--- src/odta_pkg.sv ---
// Shared constants, codes and item types for the outline depth annotator.
package odta_pkg;

	// Capacity of one outline; index ports are sized from it
	localparam int MAX_ENTRIES = 1024;
	localparam int IDX_W       = $clog2(MAX_ENTRIES);
	localparam int CNT_W       = IDX_W + 1;

	// Depth field width and the number of levels it can name
	localparam int DEPTH_W        = 4;
	localparam int LVL_SPAN       = 2 ** DEPTH_W;
	localparam int DEF_MAX_LEVELS = 16;

	// Saturation point for entry and sibling counts
	localparam logic [IDX_W-1:0] IDX_TOP = IDX_W'(MAX_ENTRIES - 1);

	// Parent index of a top-level entry
	localparam logic signed [IDX_W:0] NO_PARENT = '1;

	// Queue depths
	localparam int CMD_DEPTH = 2;
	localparam int RES_DEPTH = 4;

	typedef enum logic [1:0] {
		ERR_NONE = 2'd0,
		ERR_JUMP = 2'd1,
		ERR_FULL = 2'd2
	} err_t;

	// Classified entry, front to back
	typedef struct packed {
		logic [DEPTH_W-1:0] depth;
		logic               push;
		logic               fin;
		logic [IDX_W-1:0]   gidx;
		err_t               err;
	} cmd_t;

	// Annotated entry, back to result queue
	typedef struct packed {
		logic [IDX_W-1:0]        gidx;
		logic [IDX_W-1:0]        lidx;
		logic signed [IDX_W:0]   parent;
		logic [DEPTH_W-1:0]      depth;
		logic                    has_children;
		logic                    local_last;
		logic                    global_last;
		err_t                    err;
		logic                    last_of_run;
	} res_t;

endpackage

--- src/odta_fifo.sv ---
// Small register queue used between front and back and on the result side.
module odta_fifo #(
	parameter type item_t = logic,
	parameter int  DEPTH  = 2
) (
	input  logic  clk,
	input  logic  arst_n,
	input  logic  wr,
	input  item_t wdata,
	input  logic  rd,
	output item_t rdata,
	output logic  full,
	output logic  empty
);
	localparam int PW = $clog2(DEPTH);
	localparam int CW = PW + 1;

	item_t           slots_q [DEPTH];
	logic [PW-1:0]   wptr_q;
	logic [PW-1:0]   rptr_q;
	logic [CW-1:0]   count_q;

	assign full  = (count_q == CW'(DEPTH));
	assign empty = (count_q == '0);
	assign rdata = slots_q[rptr_q];

	// pointers and fill count
	always_ff @(posedge clk or negedge arst_n) begin
		if (!arst_n) begin
			wptr_q  <= '0;
			rptr_q  <= '0;
			count_q <= '0;
		end else begin
			if (wr) wptr_q <= wptr_q + PW'(1);
			if (rd) rptr_q <= rptr_q + PW'(1);
			if (wr && !rd)      count_q <= count_q + CW'(1);
			else if (rd && !wr) count_q <= count_q - CW'(1);
		end
	end

	// storage, no reset
	always_ff @(posedge clk) begin
		if (wr) slots_q[wptr_q] <= wdata;
	end

endmodule

--- src/odta_front.sv ---
// Front end: takes entries, repairs depth, numbers them and flags errors.
module odta_front #(
	parameter int MAX_LEVELS = odta_pkg::DEF_MAX_LEVELS
) (
	input  logic                         clk,
	input  logic                         arst_n,
	input  logic                         push,
	input  logic [odta_pkg::DEPTH_W-1:0] depth,
	input  logic                         final_entry,
	input  logic                         cmd_full,
	output logic                         full,
	output logic                         cmd_wr,
	output odta_pkg::cmd_t               cmd
);
	import odta_pkg::*;

	localparam int STACK_LVLS = (MAX_LEVELS < LVL_SPAN) ? MAX_LEVELS : LVL_SPAN;
	localparam logic [DEPTH_W-1:0] LVL_TOP = DEPTH_W'(STACK_LVLS - 1);

	logic [DEPTH_W-1:0] level_q;
	logic [CNT_W-1:0]   seen_q;

	logic [DEPTH_W:0]   level_inc;
	logic [DEPTH_W-1:0] d_fix;
	logic [CNT_W-1:0]   seen_nxt;
	err_t               err;
	logic               accept;

	assign full   = cmd_full;
	assign accept = push && !cmd_full;
	assign cmd_wr = accept;

	// depth repair, capacity check and numbering
	always_comb begin
		level_inc = {1'b0, level_q} + (DEPTH_W + 1)'(1);
		d_fix     = depth;
		err       = ERR_NONE;
		seen_nxt  = seen_q;
		if ({1'b0, depth} > level_inc) begin
			d_fix = level_inc[DEPTH_W-1:0];
			err   = ERR_JUMP;
		end
		if (d_fix > LVL_TOP) begin
			d_fix = LVL_TOP;
			err   = ERR_JUMP;
		end
		if (seen_q >= CNT_W'(MAX_ENTRIES)) begin
			cmd.gidx = IDX_TOP;
			err      = ERR_FULL;
		end else begin
			cmd.gidx = seen_q[IDX_W-1:0];
			seen_nxt = seen_q + CNT_W'(1);
		end
		cmd.depth = d_fix;
		cmd.push  = (d_fix > level_q);
		cmd.fin   = final_entry;
		cmd.err   = err;
	end

	// current level and entry count; a final entry starts a fresh outline
	always_ff @(posedge clk or negedge arst_n) begin
		if (!arst_n) begin
			level_q <= '0;
			seen_q  <= '0;
		end else if (accept) begin
			if (final_entry) begin
				level_q <= '0;
				seen_q  <= '0;
			end else begin
				level_q <= d_fix;
				seen_q  <= seen_nxt;
			end
		end
	end

endmodule

--- src/odta_back.sv ---
// Back end: sibling and ancestor stacks, held entry and result forming.
module odta_back #(
	parameter int MAX_LEVELS = odta_pkg::DEF_MAX_LEVELS
) (
	input  logic           clk,
	input  logic           arst_n,
	input  logic           cmd_avail,
	input  odta_pkg::cmd_t cmd,
	output logic           cmd_rd,
	input  logic           res_room,
	output logic           res_wr,
	output odta_pkg::res_t res
);
	import odta_pkg::*;

	localparam int STACK_LVLS = (MAX_LEVELS < LVL_SPAN) ? MAX_LEVELS : LVL_SPAN;
	localparam int SIW        = $clog2(STACK_LVLS);

	logic [IDX_W-1:0]      sib_q [STACK_LVLS];
	logic signed [IDX_W:0] anc_q [STACK_LVLS];

	// entry waiting for its successor
	logic                  held_v_q;
	logic [DEPTH_W-1:0]    held_depth_q;
	logic [IDX_W-1:0]      held_g_q;
	logic [IDX_W-1:0]      held_l_q;
	logic signed [IDX_W:0] held_p_q;
	err_t                  held_err_q;

	// final result parked behind the held one
	logic                  pend_v_q;
	res_t                  pend_q;

	logic                  take;
	logic [SIW-1:0]        lvl;
	logic [IDX_W-1:0]      local_idx;
	logic [IDX_W-1:0]      sib_nxt;
	logic signed [IDX_W:0] parent;
	res_t                  held_res;
	res_t                  fin_res;

	assign take   = cmd_avail && res_room && !pend_v_q;
	assign cmd_rd = take;
	assign lvl    = cmd.depth[SIW-1:0];

	// stack lookup; a push starts a new sibling run under the held entry
	always_comb begin
		local_idx = cmd.push ? '0 : sib_q[lvl];
		sib_nxt   = (local_idx < IDX_TOP) ? local_idx + IDX_W'(1) : local_idx;
		if (cmd.push)      parent = held_v_q ? $signed({1'b0, held_g_q}) : NO_PARENT;
		else if (lvl == '0) parent = NO_PARENT;
		else                parent = anc_q[lvl];
	end

	// the two results an entry can finish
	always_comb begin
		held_res.gidx         = held_g_q;
		held_res.lidx         = held_l_q;
		held_res.parent       = held_p_q;
		held_res.depth        = held_depth_q;
		held_res.has_children = (cmd.depth > held_depth_q);
		held_res.local_last   = (cmd.depth < held_depth_q);
		held_res.global_last  = 1'b0;
		held_res.err          = held_err_q;
		held_res.last_of_run  = !cmd.fin;

		fin_res.gidx          = cmd.gidx;
		fin_res.lidx          = local_idx;
		fin_res.parent        = parent;
		fin_res.depth         = cmd.depth;
		fin_res.has_children  = 1'b0;
		fin_res.local_last    = 1'b1;
		fin_res.global_last   = 1'b1;
		fin_res.err           = cmd.err;
		fin_res.last_of_run   = 1'b1;
	end

	// result select: parked result first, then held, then final
	always_comb begin
		res    = held_res;
		res_wr = 1'b0;
		if (pend_v_q) begin
			res    = pend_q;
			res_wr = res_room;
		end else if (take) begin
			if (held_v_q) begin
				res    = held_res;
				res_wr = 1'b1;
			end else if (cmd.fin) begin
				res    = fin_res;
				res_wr = 1'b1;
			end
		end
	end

	// control state and sibling counters; deeper levels restart on their next push
	always_ff @(posedge clk or negedge arst_n) begin
		if (!arst_n) begin
			held_v_q <= 1'b0;
			pend_v_q <= 1'b0;
			for (int i = 0; i < STACK_LVLS; i++) sib_q[i] <= '0;
		end else begin
			if (pend_v_q && res_room) pend_v_q <= 1'b0;
			if (take) begin
				if (cmd.fin) begin
					held_v_q <= 1'b0;
					sib_q[0] <= '0;
					if (held_v_q) pend_v_q <= 1'b1;
				end else begin
					sib_q[lvl] <= sib_nxt;
					held_v_q   <= 1'b1;
				end
			end
		end
	end

	// payload: ancestors, held entry, parked result
	always_ff @(posedge clk) begin
		if (take) begin
			if (cmd.push) anc_q[lvl] <= parent;
			if (cmd.fin) begin
				pend_q <= fin_res;
			end else begin
				held_depth_q <= cmd.depth;
				held_g_q     <= cmd.gidx;
				held_l_q     <= local_idx;
				held_p_q     <= parent;
				held_err_q   <= cmd.err;
			end
		end
	end

endmodule

--- src/outline_depth_tree_annotator.sv ---
// Top level of the outline depth annotator: front, command queue, back, result queue.
//
//  channel  | handshake     | fields
//  ---------+---------------+--------------------------------------------------
//  entries  | push / full   | depth, final_entry
//  results  | empty / pop   | global_index, local_index, parent_index,
//           |               | entry_depth, has_children, is_local_last,
//           |               | is_global_last, error_code, last_of_run
//
// One entry per cycle is taken while full is low; the front is combinational into
// the command queue, the back reads the entry from that queue and writes the result
// queue, and a result is registered in the result queue before it can be popped.
// A final entry that also closes a held entry gives two results, the held one first,
// then the parked one, as the back writes one result a cycle while the queue has room.
// Reset clears the level, entry count, held entry and queues; no sweep is needed.
// A stalled result side fills the result queue, then the command queue, then full rises.
module outline_depth_tree_annotator #(
	parameter int MAX_LEVELS = odta_pkg::DEF_MAX_LEVELS
) (
	input  logic                          clk,
	input  logic                          arst_n,
	input  logic                          push,
	output logic                          full,
	input  logic [odta_pkg::DEPTH_W-1:0]  depth,
	input  logic                          final_entry,
	output logic                          empty,
	input  logic                          pop,
	output logic [odta_pkg::IDX_W-1:0]    global_index,
	output logic [odta_pkg::IDX_W-1:0]    local_index,
	output logic signed [odta_pkg::IDX_W:0] parent_index,
	output logic [odta_pkg::DEPTH_W-1:0]  entry_depth,
	output logic                          has_children,
	output logic                          is_local_last,
	output logic                          is_global_last,
	output logic [1:0]                    error_code,
	output logic                          last_of_run
);
	import odta_pkg::*;

	logic cmd_wr;
	logic cmd_full;
	logic cmd_empty;
	logic cmd_rd;
	cmd_t cmd_in;
	cmd_t cmd_out;
	logic res_wr;
	logic res_full;
	res_t res_in;
	res_t res_out;

	odta_front #(.MAX_LEVELS(MAX_LEVELS)) u_front (
		.clk         (clk),
		.arst_n      (arst_n),
		.push        (push),
		.depth       (depth),
		.final_entry (final_entry),
		.cmd_full    (cmd_full),
		.full        (full),
		.cmd_wr      (cmd_wr),
		.cmd         (cmd_in)
	);

	odta_fifo #(.item_t(cmd_t), .DEPTH(CMD_DEPTH)) u_cmd_q (
		.clk    (clk),
		.arst_n (arst_n),
		.wr     (cmd_wr),
		.wdata  (cmd_in),
		.rd     (cmd_rd),
		.rdata  (cmd_out),
		.full   (cmd_full),
		.empty  (cmd_empty)
	);

	odta_back #(.MAX_LEVELS(MAX_LEVELS)) u_back (
		.clk       (clk),
		.arst_n    (arst_n),
		.cmd_avail (!cmd_empty),
		.cmd       (cmd_out),
		.cmd_rd    (cmd_rd),
		.res_room  (!res_full),
		.res_wr    (res_wr),
		.res       (res_in)
	);

	odta_fifo #(.item_t(res_t), .DEPTH(RES_DEPTH)) u_res_q (
		.clk    (clk),
		.arst_n (arst_n),
		.wr     (res_wr),
		.wdata  (res_in),
		.rd     (pop && !empty),
		.rdata  (res_out),
		.full   (res_full),
		.empty  (empty)
	);

	// result fields out
	assign global_index   = res_out.gidx;
	assign local_index    = res_out.lidx;
	assign parent_index   = res_out.parent;
	assign entry_depth    = res_out.depth;
	assign has_children   = res_out.has_children;
	assign is_local_last  = res_out.local_last;
	assign is_global_last = res_out.global_last;
	assign error_code     = res_out.err;
	assign last_of_run    = res_out.last_of_run;

endmodule

--- config.mk ---
export PLATFORM = sky130hd
export DESIGN_NAME = outline_depth_tree_annotator
export DESIGN_NICKNAME = d
export VERILOG_FILES = /design/src/odta_pkg.sv /design/src/odta_fifo.sv /design/src/odta_front.sv /design/src/odta_back.sv /design/src/outline_depth_tree_annotator.sv
export SDC_FILE = /design/constraint.sdc
export NUM_CORES = 1
export LEC_CHECK = 0
export ABC_AREA = 1
export BUFFER_PORTS_ARGS = -buffer_cell sky130_fd_sc_hd__buf_4
export CAP_MARGIN = 40
export CORE_MARGIN = 8
export CORE_UTILIZATION = 50
export DETAILED_ROUTE_END_ITERATION = 16
export MAX_ROUTING_LAYER = met4
export PLACE_DENSITY = 0.66
export SLEW_MARGIN = 5
export SYNTH_ARGS = -nofsm -noshare
export SYNTH_HDL_FRONTEND = slang
export SYNTH_HIERARCHICAL = 1
export SYNTH_SLANG_ARGS = --single-unit
export TNS_END_PERCENT = 10
--- constraint.sdc ---
create_clock -name clk -period 6.4 [get_ports clk]
set_clock_uncertainty 0.05 [all_clocks]
set_input_delay 1.28 -clock clk [delete_from_list [all_inputs] [get_ports clk]]
set_output_delay 1.28 -clock clk [all_outputs]
set_load 0.01 [all_outputs]
==> qor.csv <==
metric,value,unit
status,"finished, final reports clean",
place_area,0.02885,sq mm
finalSetupTns,0,ps
wl_per_cell,19.47,um
max_cap_violations,0,
hp-start,u_back/sib_q[25]$_DFFE_PN0P_,
p_leak,13.26,nW
ctsHoldBuffers,0,
top_layer_used,met4,
tightest_slew,877.4,ps
first_pass_iters,8,
grt-ovfl-total,0,
die_area,0.06292,sq mm
first_global_vias,18580,
end_kind,flip-flop,
cts_setup_buffers,0,
synth-async-reset-ratio,29.47,%
synth_cell_types,44,
vias,19055,
initial_core_util,50.35,%
die_h,250.8,um
critPathKind,reg2reg,
synth_seq_cells,638,
synth-simple-area-share,18.73,%
synthToLayoutAreaGrowth,12.21,%
cts_made_buffers,67,
fin_cells,3415,
port_buffers,51,
synth-xor-area-share,0.2858,%
drt.antenna.violating_nets,0,
grt_pass1_wl,104.3,mm
cts_sinks,638,
slew_headroom,41.24,%
fin_crit,5321,ps
clk_pin_slew_worst_paths,60,ps
syn_area_per_cell,10.64,sq um
synth_edf_count,450,
antenna_found_initial,0,
wirelength,66.50,mm
dp_hpwl,41.56,mm
gp_congestion,0.8650,
regToRegStartpoint,u_cmd_q/rptr_q$_DFFE_PN0P_,
htreeDepth,3,
placedCellCount,3301,
die_w,250.8,um
ctsResizeCount,0,
wl_met2,30.61,mm
synthAdderAreaFrac,1.071,%
cts_tree,yes,
muxShareOfSynthArea,0.8575,%
antennaDiodeCount,0,
max_freq,187.9,MHz
synth_top_family_by_area,simple AND/OR/NAND/NOR gates,
synth_compound_area_share,7.654,%
rsz0062_at_grt,false,
fin_crit_sh,83.14,%
synth-main-ff-cell,edfxtp_1,
syn_nets,2624,
final_util,56.49,%
p_per_area,542.4,mW/mm^2
setup_ws,1079,ps
syn_area,0.02758,sq mm
grt_max_degree,96,
grtUsageTotal,21.58,%
wl_met1,28.46,mm
hp-class,reg2reg,
critPathLaunchType,flip-flop,
syn_inst,2592,
slew_violations,0,
fp.coreArea,0.05477,sq mm
ctsLongestPathBuffers,3,
layout.nets,2698,
yosysWarningCount,6,
finalPower,16.78,mW
clock_latency,610,ps
vias_per_cell,5.580,
arrival,5750,ps
drc,0,
clock-root-buffer,clkbuf_16,
drive_gt1_share,11.51,%
hold_ws,428.5,ps
fp-row-count,86,
ir_worst_vdd,0.2402,mV
hold_viol,0,
synth_seq_area_share,66.06,%
cp-startpoint,u_cmd_q/rptr_q$_DFFE_PN0P_,
wl_met3,5.622,mm
dp_slack,1260,ps
dr.first_iter.drc_count,1804,
pin_count,52,
setup_viol,0,
crit_fanout,29,
final_area,0.03094,sq mm
crit_required,6830,ps
[cell families after synthesis]
group,after synthesis
AOI/OAI and AO/OA,304
buffers and inverters,335
xor gates and xnor gates,9
adders and majority gates,23
DFF,638
and+or+nand+nor,1265
muxes,18
[critical path, stage by stage, from the launching register on]
cell and delay, ps:
dfrtp_1 350, buf_4 220, mux2_2 790, inv_2 530
nor2_4 700, nand2_1 120, nand3_1 110, nand2_1 50
nand2_1 100, nor2_1 50, nor2_1 350, ha_1 270
nand2_1 100, nor2_2 120, nand3_2 130, inv_2 130
nand3_1 570, nand3_1 330, nand2_1 80
[report_power, final]
part / internal, mW / switching [mW]
clock network: 2.13 / 1.59
logic: 1.80 / 4.42
registers: 6.50 / 0.346
total: 10.4 / 6.35
[path summary, 6_finish.rpt]
check / to / slack, ps / cells after the start
worst min-delay path: u_back/sib_q[25]$_DFFE_PN0P_ / 430 / 2
min in group asynchronous: u_res_q/rptr_q[0]$_DFFE_PN0P_ / 630 / 1
worst max register to register: u_back/sib_q[61]$_DFFE_PN0P_ / 1080 / 18
max in group asynchronous: u_back/sib_q[100]$_DFFE_PN0P_ / 4380 / 2
worst max-delay path: u_back/sib_q[61]$_DFFE_PN0P_ / 1080 / 18
worst min register to register: u_back/sib_q[25]$_DFFE_PN0P_ / 430 / 2
[Yosys cell counts (8+ instances only)]
cell type,count,area share (%)
dfrtp_1,188,17
nor2_1,74,1.0
buf_6,10,0.41
o211ai_1,95,2.6
nand3_1,91,1.7
edfxtp_1,450,49
o21ai_1,13,0.24
inv_2,25,0.34
nor3_1,36,0.65
clkinv_1,17,0.23
clkbuf_1,46,0.63
buf_4,17,0.46
nand4_1,19,0.43
mux2_2,9,0.37
buf_2,48,0.87
nand2_1,1002,14
a31oi_1,32,0.73
or2_2,8,0.18
ha_1,22,1.0
o22ai_1,11,0.25
inv_1,167,2.3
mux2_4,9,0.49
a22oi_1,101,2.7
a21oi_1,37,0.67
[placed cells by master, fill, tap and decap left out, types with 9 or more instances in the layout]
master | netlist | routed
o22ai_1 | 11 | 11
nor2_1 | 74 | 71
mux2_4 | 9 | 9
buf_4 | 17 | 125
nand3_1 | 91 | 91
clkbuf_1 | 46 | 17
inv_1 | 167 | 167
a22oi_1 | 101 | 101
edfxtp_1 | 450 | 450
ha_1 | 22 | 22
clkinv_1 | 17 | 22
o21ai_1 | 13 | 13
a21oi_1 | 37 | 37
a31oi_1 | 32 | 32
clkbuf_16 | 0 | 68
inv_2 | 25 | 25
mux2_2 | 9 | 9
o211ai_1 | 95 | 95
nand4_1 | 19 | 19
dfrtp_1 | 188 | 187
nand2_1 | 1002 | 1002
nor3_1 | 36 | 36
[area by class of cell]
class / count / area, sq um
tap: 704 / 880.8
clock inverter: 25 / 277.8
timing repair buffer: 131 / 1060
sequential: 638 / 18220
fill: 4491 / 23830
clock buffer: 89 / 1814
inverter: 209 / 784.5
multi-input combinational: 1619 / 7904
[layer usage]
layer  global-route usage [%]  up-vias
li1                         -     8926
met1                    28.67     9222
met4                    7.333        0
met3                    4.327      115
met2                    33.19      792
met5                        -        -
[flip-flops by register name, indices dropped and copies added (netlist names), 2 cells and up]
| register | count |
|---|---|
| u_back/anc_q | 176 |
| u_res_q/slots_q | 164 |
| u_back/held_depth_q | 4 |
| u_res_q/count_q | 3 |
| u_cmd_q/count_q | 2 |
| u_back/held_l_q | 10 |
| u_front/seen_q | 11 |
| u_back/sib_q | 160 |
| u_back/held_err_q | 2 |
| u_res_q/rptr_q | 2 |
| u_back/held_p_q | 11 |
| u_back/held_g_q | 10 |
| u_cmd_q/slots_q | 36 |
| u_back/pend_q | 37 |
| u_front/level_q | 4 |
| u_res_q/wptr_q | 2 |
No activity file was read; power rests on OpenSTA's default activity.
